--- config.mk ---
export PLATFORM = sky130hd
export DESIGN_NAME = pgb_queue
export DESIGN_NICKNAME = d
export VERILOG_FILES = /design/src/rtl/core/pgb_pkg.sv /design/src/rtl/core/pgb_queue.sv
export SDC_FILE = /design/constraint.sdc
export NUM_CORES = 1
export LEC_CHECK = 0
export BUFFER_PORTS_ARGS = -buffer_cell sky130_fd_sc_hd__buf_2
export CAP_MARGIN = 40
export CORE_MARGIN = 3
export CORE_UTILIZATION = 60
export CTS_CLUSTER_DIAMETER = 200
export DETAILED_ROUTE_END_ITERATION = 12
export GPL_TIMING_DRIVEN = 0
export PLACE_DENSITY = 0.93
export SKIP_CTS_REPAIR_TIMING = 1
export SLEW_MARGIN = 20
export SYNTH_ARGS = -nofsm -noshare
export SYNTH_HDL_FRONTEND = slang
export SYNTH_SLANG_ARGS = --single-unit
--- constraint.sdc ---
create_clock -name clock -period 4.5 [get_ports clock]
set_clock_uncertainty 0.2 [all_clocks]
set_input_delay 0.225 -clock clock [delete_from_list [all_inputs] [get_ports clock]]
set_output_delay 0.225 -clock clock [all_outputs]
set_load 0.005 [all_outputs]
--- src/rtl/core/pgb_pkg.sv ---
// Types, constants and helpers of the particle grid binning block.
`default_nettype none
package pgb_pkg;

   localparam int NUM_CELLS        = 4096;
   localparam int BUCKET_DEPTH     = 32;
   localparam int MAX_PARTICLES    = 65536;

   localparam int AXES             = 3;
   localparam int ID_WIDTH         = 16;
   localparam int POS_WIDTH        = 32;
   localparam int OFF_WIDTH        = POS_WIDTH + 1;
   localparam int INV_WIDTH        = 32;
   localparam int PROD_WIDTH       = POS_WIDTH + INV_WIDTH;
   localparam int COUNT_WIDTH      = 7;
   localparam int AXIS_MAX         = 64;
   localparam int COORD_WIDTH      = 6;
   localparam int PLANE_WIDTH      = 13;
   localparam int YMUL_WIDTH       = 13;
   localparam int ZMUL_WIDTH       = 19;
   localparam int SUM_WIDTH        = 20;
   localparam int CELL_INDEX_WIDTH = $clog2(NUM_CELLS);
   localparam int SLOT_WIDTH       = $clog2(BUCKET_DEPTH);
   localparam int FILL_WIDTH       = $clog2(BUCKET_DEPTH + 1);
   localparam int BUCKET_ADDR_WIDTH = CELL_INDEX_WIDTH + SLOT_WIDTH;
   localparam int STATUS_WIDTH     = 2;
   localparam int CSR_INDEX_WIDTH  = 3;
   localparam int CSR_DATA_WIDTH   = 32;
   localparam int QUEUE_DEPTH      = 4;
   localparam int QUEUE_PTR_WIDTH  = $clog2(QUEUE_DEPTH);
   localparam int QUEUE_CNT_WIDTH  = $clog2(QUEUE_DEPTH + 1);

   localparam logic [COUNT_WIDTH-1:0] CELLS_RESET = COUNT_WIDTH'(16);
   localparam logic [INV_WIDTH-1:0]   INV_RESET   = INV_WIDTH'(65536);

   typedef enum logic [CSR_INDEX_WIDTH-1:0] {
      CSR_CELLS_X,
      CSR_CELLS_Y,
      CSR_CELLS_Z,
      CSR_ORIGIN_X,
      CSR_ORIGIN_Y,
      CSR_ORIGIN_Z,
      CSR_INV_CELL_LENGTH
   } csr_index_type;

   typedef enum logic [STATUS_WIDTH-1:0] {
      STATUS_STORED,
      STATUS_FULL,
      STATUS_OUTSIDE
   } status_type;

   typedef enum logic [1:0] {
      BACK_CLEAR,
      BACK_FETCH,
      BACK_UPDATE
   } back_state_type;

   // One classified particle on its way from the front to the back.
   typedef struct packed {
      logic [ID_WIDTH-1:0]         particle_id;
      logic [COORD_WIDTH-1:0]      cell_x;
      logic [COORD_WIDTH-1:0]      cell_y;
      logic [COORD_WIDTH-1:0]      cell_z;
      logic [CELL_INDEX_WIDTH-1:0] cell_index;
      logic                        outside;
   } bin_item_type;

   // One result held for the response channel.
   typedef struct packed {
      logic [COORD_WIDTH-1:0]      cell_x;
      logic [COORD_WIDTH-1:0]      cell_y;
      logic [COORD_WIDTH-1:0]      cell_z;
      logic [CELL_INDEX_WIDTH-1:0] cell_index;
      logic [SLOT_WIDTH-1:0]       slot;
      status_type                  status;
   } bin_result_type;

   // Clamp a configured cell count to the largest grid edge.
   function automatic logic [COUNT_WIDTH-1:0] axis_count(input logic [COUNT_WIDTH-1:0] n);
      logic [COUNT_WIDTH-1:0] r;
      r = (n > COUNT_WIDTH'(AXIS_MAX)) ? COUNT_WIDTH'(AXIS_MAX) : n;
      return r;
   endfunction

endpackage
`default_nettype wire

--- src/rtl/core/pgb_queue.sv ---
// Short first-in first-out queue between the classifier and the bucket writer.
`default_nettype none
module pgb_queue (
   input  wire logic                  clock,
   input  wire logic                  reset,
   input  wire logic                  push_valid,
   input  wire pgb_pkg::bin_item_type push_item,
   output logic                       push_ready,
   output logic                       pop_valid,
   output pgb_pkg::bin_item_type      pop_item,
   input  wire logic                  pop_ready
);
   import pgb_pkg::*;

   bin_item_type               entry_ff [QUEUE_DEPTH];
   logic [QUEUE_PTR_WIDTH-1:0] wr_ptr_ff, wr_ptr_in;
   logic [QUEUE_PTR_WIDTH-1:0] rd_ptr_ff, rd_ptr_in;
   logic [QUEUE_CNT_WIDTH-1:0] count_ff, count_in;
   logic                       do_push, do_pop;

   assign push_ready = (count_ff != QUEUE_CNT_WIDTH'(QUEUE_DEPTH));
   assign pop_valid  = (count_ff != '0);
   assign pop_item   = entry_ff[rd_ptr_ff];
   assign do_push    = push_valid && push_ready;
   assign do_pop     = pop_valid && pop_ready;

   // Advance pointers and occupancy
   always_comb begin
      wr_ptr_in = do_push ? wr_ptr_ff + 1'b1 : wr_ptr_ff;
      rd_ptr_in = do_pop  ? rd_ptr_ff + 1'b1 : rd_ptr_ff;
      count_in  = count_ff;
      if (do_push && !do_pop) begin
         count_in = count_ff + 1'b1;
      end else if (do_pop && !do_push) begin
         count_in = count_ff - 1'b1;
      end
   end

   always_ff @(posedge clock) begin
      if (reset) begin
         wr_ptr_ff <= '0;
         rd_ptr_ff <= '0;
         count_ff  <= '0;
      end else begin
         wr_ptr_ff <= wr_ptr_in;
         rd_ptr_ff <= rd_ptr_in;
         count_ff  <= count_in;
      end
   end

   // Store pushed entries
   always_ff @(posedge clock) begin
      if (do_push) begin
         entry_ff[wr_ptr_ff] <= push_item;
      end
   end

endmodule
`default_nettype wire

==> results.tsv, run 1 <==
stage	metric	value	unit
power_and_ir_drop	ir_worst_vdd	360	uV
critical_path	cp_max_fo	7	
global_routing	grt_pass1_wl	18400	um
synthesis	ys_seq_area_frac	0.801	
floorplan	dieArea	13500	um2
synthesis	syn_inst	293	
critical_path	cp-end-kind	flip-flop	
routing	vias	3457	
clock_network	cts_tree	yes	
layout	area_delta_synth_final	24.0	%
sta	layout_min_cycle_time	2.51	ns
floorplan	num_rows	39	
global_routing	grt_use_total	0.192	
clock_network	numCtsBuffers	17	
critical_path	max_stage_delay	0.45	ns
placed_design	port_buffers	98	
clock_network	clk_latency	0.42	ns
clock_network	cts.clk_slew.worst_paths	0.06	ns
critical_path	arrival	2.66	ns
sta	setup_violations	0	
placed_design	dp.cells	534	
power_and_ir_drop	total_power	4.88	mW
layout	stdcell_count	613	
floorplan	die_y	116	um
routing	ant_nets	0	
routing	drt-total-wl	12700	um
layout	post-route-util	0.776	
clock_network	cts_root_buf	clkbuf_16	
synthesis	avgSynthCellArea	24.8	um2
power_and_ir_drop	p_leak	3.12	nW
hold_path	hold_class	in -> reg	
clock_network	max-clock-path-buffers	2	
sta	worstMarginPinSlew	0.723	ns
sta	rsz0062_at_grt	no	
synthesis	syn_nets	350	
critical_path	path_cells	nor2_1 > a21boi_2 > ha_1 > inv_1 > fa_1 > xor2_1 > or3_1 > a21oi_1	
power_and_ir_drop	p_per_area	542	nW/um2
sta	max_freq	0.399	GHz
critical_path	slowest_stage	dfxtp_1	
global_routing	antenna_found_initial	0	
placed_design	pre_cts_ws	1.98	ns
floorplan	pin_count	100	
critical_path	cp.required	4.65	ns
floorplan	initial_utilization	0.626	
routing	via_per_inst	5.64	
clock_network	clock-sinks	197	
layout	layout-drive-gt1-share	0.402	
layout	layout.nets	514	
critical_path	worstSetupStartpointType	flip-flop	
routing	drc_errors	0	
global_routing	grt_max_degree	48	
placed_design	hpwl	7230	um
synthesis	netlist_area	7270	um2
placed_design	gp_congestion	0.722	
layout	diodes	0	
global_routing	overflow	0	
run	maxCapViolCount	0	
sta	hold_violations	0	
routing	dr.pass1.iters	5	
sta	finalSetupTns	0	ns
clock_network	cts_max_level	4	
synthesis	synth-seq-cells	197	
floorplan	die_w	116	um
sta	min_period_over_period	0.557	
global_routing	grt_pass1_vias	3457	
floorplan	coreArea	11600	um2
sta	max-slew-margin-rel	0.518	
sta	fin_ws	1.99	ns
synthesis	yosys_warnings	0	
sta	maxSlewViolCount	0	
synthesis	synth_cell_types	24	
routing	drt_iter0_markers	280	
critical_path	critPathKind	reg -> reg	
routing	wl_per_cell	20.7	um
status	status	completed	
## cell usage after synthesis
master	n	area share
o311ai_0	1	0.0012
buf_4	1	0.0010
nand2_1	1	0.00052
mux2i_1	2	0.0028
inv_1	3	0.0015
o21ai_0	1	0.00069
clkbuf_1	2	0.0010
dfxtp_1	9	0.025
a21boi_2	1	0.0015
edfxtp_1	188	0.78
xor2_1	4	0.0048
ha_1	5	0.0086
a21oi_1	1	0.00069
nor2_1	8	0.0041
o31ai_1	1	0.0010
buf_12	3	0.0083
buf_2	4	0.0028
or3_1	2	0.0017
fa_1	1	0.0028
and2_1	4	0.0034
mux4_2	47	0.15
buf_6	1	0.0015
nand2b_1	2	0.0017
mux2_2	1	0.0015
## layout make-up
class,instances,area (um2)
inverters,3,11.3
well taps,143,179
clock buffers,24,492
multi-input cells,82,1340
repair buffers,145,961
flip-flops and latches,197,5830
fillers,579,2600
clock inverters,8,100
plain buffers,11,106
## metrics by stage
step,hold slack [ns],cell area [um2]
4_1_cts,-0.207,8540
6_report,0.00598,9010
3_5_place_dp,0.240,7950
3_3_place_gp,0.234,7940
5_1_grt,0.0280,9010
2_1_floorplan,0.124,7270
## critical path, delay by kind of cell (launching register included)
family,cells,cell delay [ns]
compound gates,2,0.49
buf+inv,1,0.06
fa+ha+maj,2,0.63
flops,1,0.45
simple gates,2,0.42
xor+xnor,1,0.18
## layer usage
layer	vias up	GRT usage	wire, um
met3	13	0.0497	578
met2	97	0.317	6890
li1	1565	-	-
met1	1782	0.244	5060
met5	-	0	0
met4	0	0.0866	150
## kinds of logic after synthesis
| group | Yosys count | synth area share |
|---|---|---|
| AOI/OAI and AO/OA | 5 | 0.00516 |
| xor gates and xnor gates | 4 | 0.00482 |
| adders and majority gates | 6 | 0.0114 |
| buffers and inverters | 14 | 0.0162 |
| DFF | 197 | 0.801 |
| muxes | 50 | 0.150 |
| and+or+nand+nor | 17 | 0.0115 |
## registers in the layout, summed over array words and instances (netlist names), named ones only
| name | cells |
|---|---|
| entry_ff | 188 |
| count_ff | 3 |
| rd_ptr_ff | 2 |
| wr_ptr_ff | 2 |
## worst paths after layout
path / from / endpoint / slack (ns) / depth (start not counted)
setup / recovery: count_ff[0] / count_ff[2] / 1.99 / 8
hold / removal: reset / flip-flop / 0.006 / 2
setup reg to reg: count_ff[0] / count_ff[2] / 1.99 / 8
hold reg to reg: wr_ptr_ff[1] / wr_ptr_ff[1] / 0.34 / 2
## power by group
part           leakage, nW  switching, mW  internal [mW]
logic                 1.03          0.506          0.605
clock network        0.290          0.604          0.878
registers             1.80         0.0628           2.23
## cell usage in the layout (no fill, tap or decap), types with 2 or more instances in the layout
cell             n
xor2_1           4
buf_2          102
buf_12           3
nand2b_1         2
or3_1            2
mux4_2          47
edfxtp_1       188
clkinv_2         3
dlygate4sd3_1   47
and2_4           4
nor2_1           8
inv_1            3
mux2i_1          2
clkbuf_8         4
clkinv_4         2
clkbuf_1         5
dfxtp_1          9
bufinv_16        2
clkbuf_16       17
ha_1             5
Note: power is estimated with default switching activity, not from simulation.
==> run 2, diff against run 1 <==
--- a/config.mk
+++ b/config.mk
@@ -8,11 +8,11 @@
 export BUFFER_PORTS_ARGS = -buffer_cell sky130_fd_sc_hd__buf_2
 export CAP_MARGIN = 40
 export CORE_MARGIN = 3
-export CORE_UTILIZATION = 60
+export CORE_UTILIZATION = 57
 export CTS_CLUSTER_DIAMETER = 200
 export DETAILED_ROUTE_END_ITERATION = 12
 export GPL_TIMING_DRIVEN = 0
-export PLACE_DENSITY = 0.93
+export PLACE_DENSITY = 0.89
 export SKIP_CTS_REPAIR_TIMING = 1
 export SLEW_MARGIN = 20
 export SYNTH_ARGS = -nofsm -noshare
==> constraint.sdc (replaced) <==
create_clock -name clock -period 2.4 [get_ports clock]
set_clock_uncertainty 0.2 [all_clocks]
set_input_delay 0.12 -clock clock [delete_from_list [all_inputs] [get_ports clock]]
set_output_delay 0.12 -clock clock [all_outputs]
set_load 0.005 [all_outputs]
==> run 2 against run 1 <==
  * The run now ends with negative setup slack left
  * Power grew 85%
  * Routed wire length shrank 1.2%
  * Die area grew 5.0%
  * Design area grew 0.42%
  * First-iteration DRC count shrank 4.3%
  * Worst hold slack gained 0.036 ns
==> results.tsv, run 2 (synthesis results as in run 1) <==
stage	metric	value	unit	change
floorplan	die_y	119	um	+2.5%
layout	n_fill_cell	703		+21%
critical_path	reg2reg_to	count_ff[2]		
critical_path	critPathKind	reg -> reg		
sta	hold_violations	0		unchanged
placed_design	port_buffers	98		unchanged
clock_network	cts_tree	yes		
global_routing	grt_use_total	0.180		-0.0118
clock_network	cts.clk_slew.worst_paths	0.07	ns	about the same
floorplan	num_rows	40		+2.6%
sta	maxSlewViolCount	0		unchanged
floorplan	die_w	119	um	+2.5%
sta	setup_violations	1		+1
status	status	complete, but fails checks		
layout	largest_reg_flops	188		unchanged
layout	area_delta_synth_final	24.5	%	
critical_path	worstSetupStartpointType	flip-flop		
critical_path	arrival	2.56	ns	-0.10 ns
critical_path	cp_max_fo	6		-1
power_and_ir_drop	switching_share	0.244		+0.00405
critical_path	cp-endpoint	count_ff[2]		
routing	via_per_inst	5.40		-4.2%
critical_path	worstRegToRegCells	7		-1
power_and_ir_drop	pwr-share-comb	0.233		+0.006
power_and_ir_drop	ir_worst_vdd	725	uV	+100%
layout	design_area	9050	um2	+0.42%
placed_design	gp_congestion	0.691		-4.3%
sta	layout_min_cycle_time	2.42	ns	-0.0925 ns
routing	dr.pass1.iters	4		-1
sta	max_freq	0.414	GHz	+3.8%
global_routing	grt_max_degree	48		unchanged
sta	max-slew-margin-rel	0.513		-0.00488
layout	layout-drive-gt1-share	0.400		-0.00255
layout	layout.nets	518		+0.78%
layout	layout_common_cells	188 x edfxtp_1, 102 x buf_2, 50 x dlygate4sd3_1		
power_and_ir_drop	total_power	9.05	mW	+85%
power_and_ir_drop	switchingPower	2.21	mW	+88%
placed_design	hpwl	7080	um	-2.0%
global_routing	antenna_found_initial	0		unchanged
status	violations	negative setup slack		
run	maxCapViolCount	0		unchanged
power_and_ir_drop	p_leak	3.11	nW	-0.17%
global_routing	grt_pass1_wl	18900	um	+2.5%
routing	ant_nets	0		unchanged
routing	drc_errors	0		unchanged
layout	largest-register	entry_ff		
routing	wl_per_cell	19.6	um	-5.5%
layout	reg_top3	entry_ff x188, count_ff x3		
floorplan	initial_utilization	0.593		-0.0331
sta	fin_ws	-0.0150	ns	-2.01 ns
hold_path	hold_class	in -> reg		
sta	worstMarginPinSlew	0.730	ns	+0.00732 ns
floorplan	pin_count	100		unchanged
clock_network	max-clock-path-buffers	2		unchanged
clock_network	cts_max_level	4		unchanged
clock_network	numCtsBuffers	17		unchanged
power_and_ir_drop	p_seq_frac	0.475		+0.006
sta	finalSetupTns	-0.0150	ns	-0.0150 ns
layout	stdcell_count	641		+4.6%
placed_design	dp.cells	559		+4.7%
critical_path	r2r-start	count_ff[1]		
critical_path	critical_path.startpoint	count_ff[1]		
routing	drt_iter0_markers	268		-4.3%
floorplan	dieArea	14100	um2	+5.0%
routing	drt-total-wl	12500	um	-1.2%
placed_design	place_area	7980	um2	+0.39%
clock_network	clk_latency	0.42	ns	about the same
sta	min_period_over_period	1.01		+0.449
clock_network	clock-sinks	197		unchanged
power_and_ir_drop	clkPwrFrac	0.292		-0.011
floorplan	coreArea	12300	um2	+5.6%
power_and_ir_drop	power.internal	6.84	mW	+84%
critical_path	cp-end-kind	flip-flop		
clock_network	cts_root_buf	clkbuf_16		
routing	vias	3463		+0.17%
layout	diodes	0		unchanged
critical_path	rrSetupSlack	-0.02	ns	-2.01 ns
critical_path	cp.required	2.54	ns	-2.11 ns
global_routing	grt_pass1_vias	3494		+1.1%
global_routing	overflow	0		unchanged
layout	layout_commonest_cell	edfxtp_1		
power_and_ir_drop	p_per_area	1000	nW/um2	+85%
==> run 2: cell count changes in the layout (fill, tap and decap cells not counted), sizes merged <==
cell / previous run / this run
clkinvlp: 1 / 3
clkbuf: 26 / 21
dlygate4sd3: 47 / 50
clkinv: 5 / 7
buf: 107 / 108
==> run 2: cell type report <==
class / instances / area [um2] / area share
plain buffers: 11 / 106 / 0.0118
clock buffers: 19 / 433 / 0.0478
clock inverters: 12 / 114 / 0.0126
inverters: 3 / 11.3 / 0.00124
multi-input cells: 82 / 1350 / 0.149
flip-flops and latches: 197 / 5830 / 0.644
well taps: 168 / 210 / 0.0232
repair buffers: 149 / 998 / 0.110
==> run 2: worst min-delay path by stage <==
stage                            start        endpoint  slack [ns]  depth (start not counted)
after floorplan           push_item[0]  entry_ff[0][0]        0.02                          0
after global placement    push_item[1]  entry_ff[1][1]        0.13                          1
after detailed placement  push_item[6]  entry_ff[0][6]        0.14                          1
after CTS                 push_item[6]  entry_ff[2][6]       -0.31                          1
after global routing        push_valid    wr_ptr_ff[1]        0.06                          4
final                       push_valid    wr_ptr_ff[1]        0.04                          4
==> run 2: power groups by stage <==
stage	clock (mW)	sequential [mW]	combinational, mW
after global placement	0	4.34	2.01
after detailed placement	0	4.37	2.06
after floorplan	0	4.33	1.35
final	2.64	4.30	2.11
after CTS	2.67	4.30	2.07
after global routing	2.85	4.33	2.29
==> run 2: per-layer routing <==
| layer | global-route usage | vias up | wire (um) |
|---|---|---|---|
| met2 | 0.295 | 111 | 6650 |
| met1 | 0.233 | 1774 | 5170 |
| li1 | - | 1570 | - |
| met5 | 0 | - | 0 |
| met3 | 0.0613 | 8 | 638 |
| met4 | 0.0521 | 0 | 80 |
==> run 2: critical path: stages, from the launching register on <==
cell	delay (ns)
dfxtp_1	0.37
o31ai_2	0.33
ha_1	0.24
inv_1	0.07
fa_1	0.39
xor2_1	0.19
or3_1	0.34
a21oi_1	0.19
==> run 2: metrics by stage <==
stage / worst slack, ns / utilization / hold slack [ns]
global placement: -0.145 / 0.651 / 0.129
global route: -0.0970 / 0.738 / 0.0623
CTS: -0.141 / 0.696 / -0.306
floorplan: 0.180 / - / 0.0189
finish: -0.0150 / 0.738 / 0.0417
detailed placement: -0.126 / 0.651 / 0.137
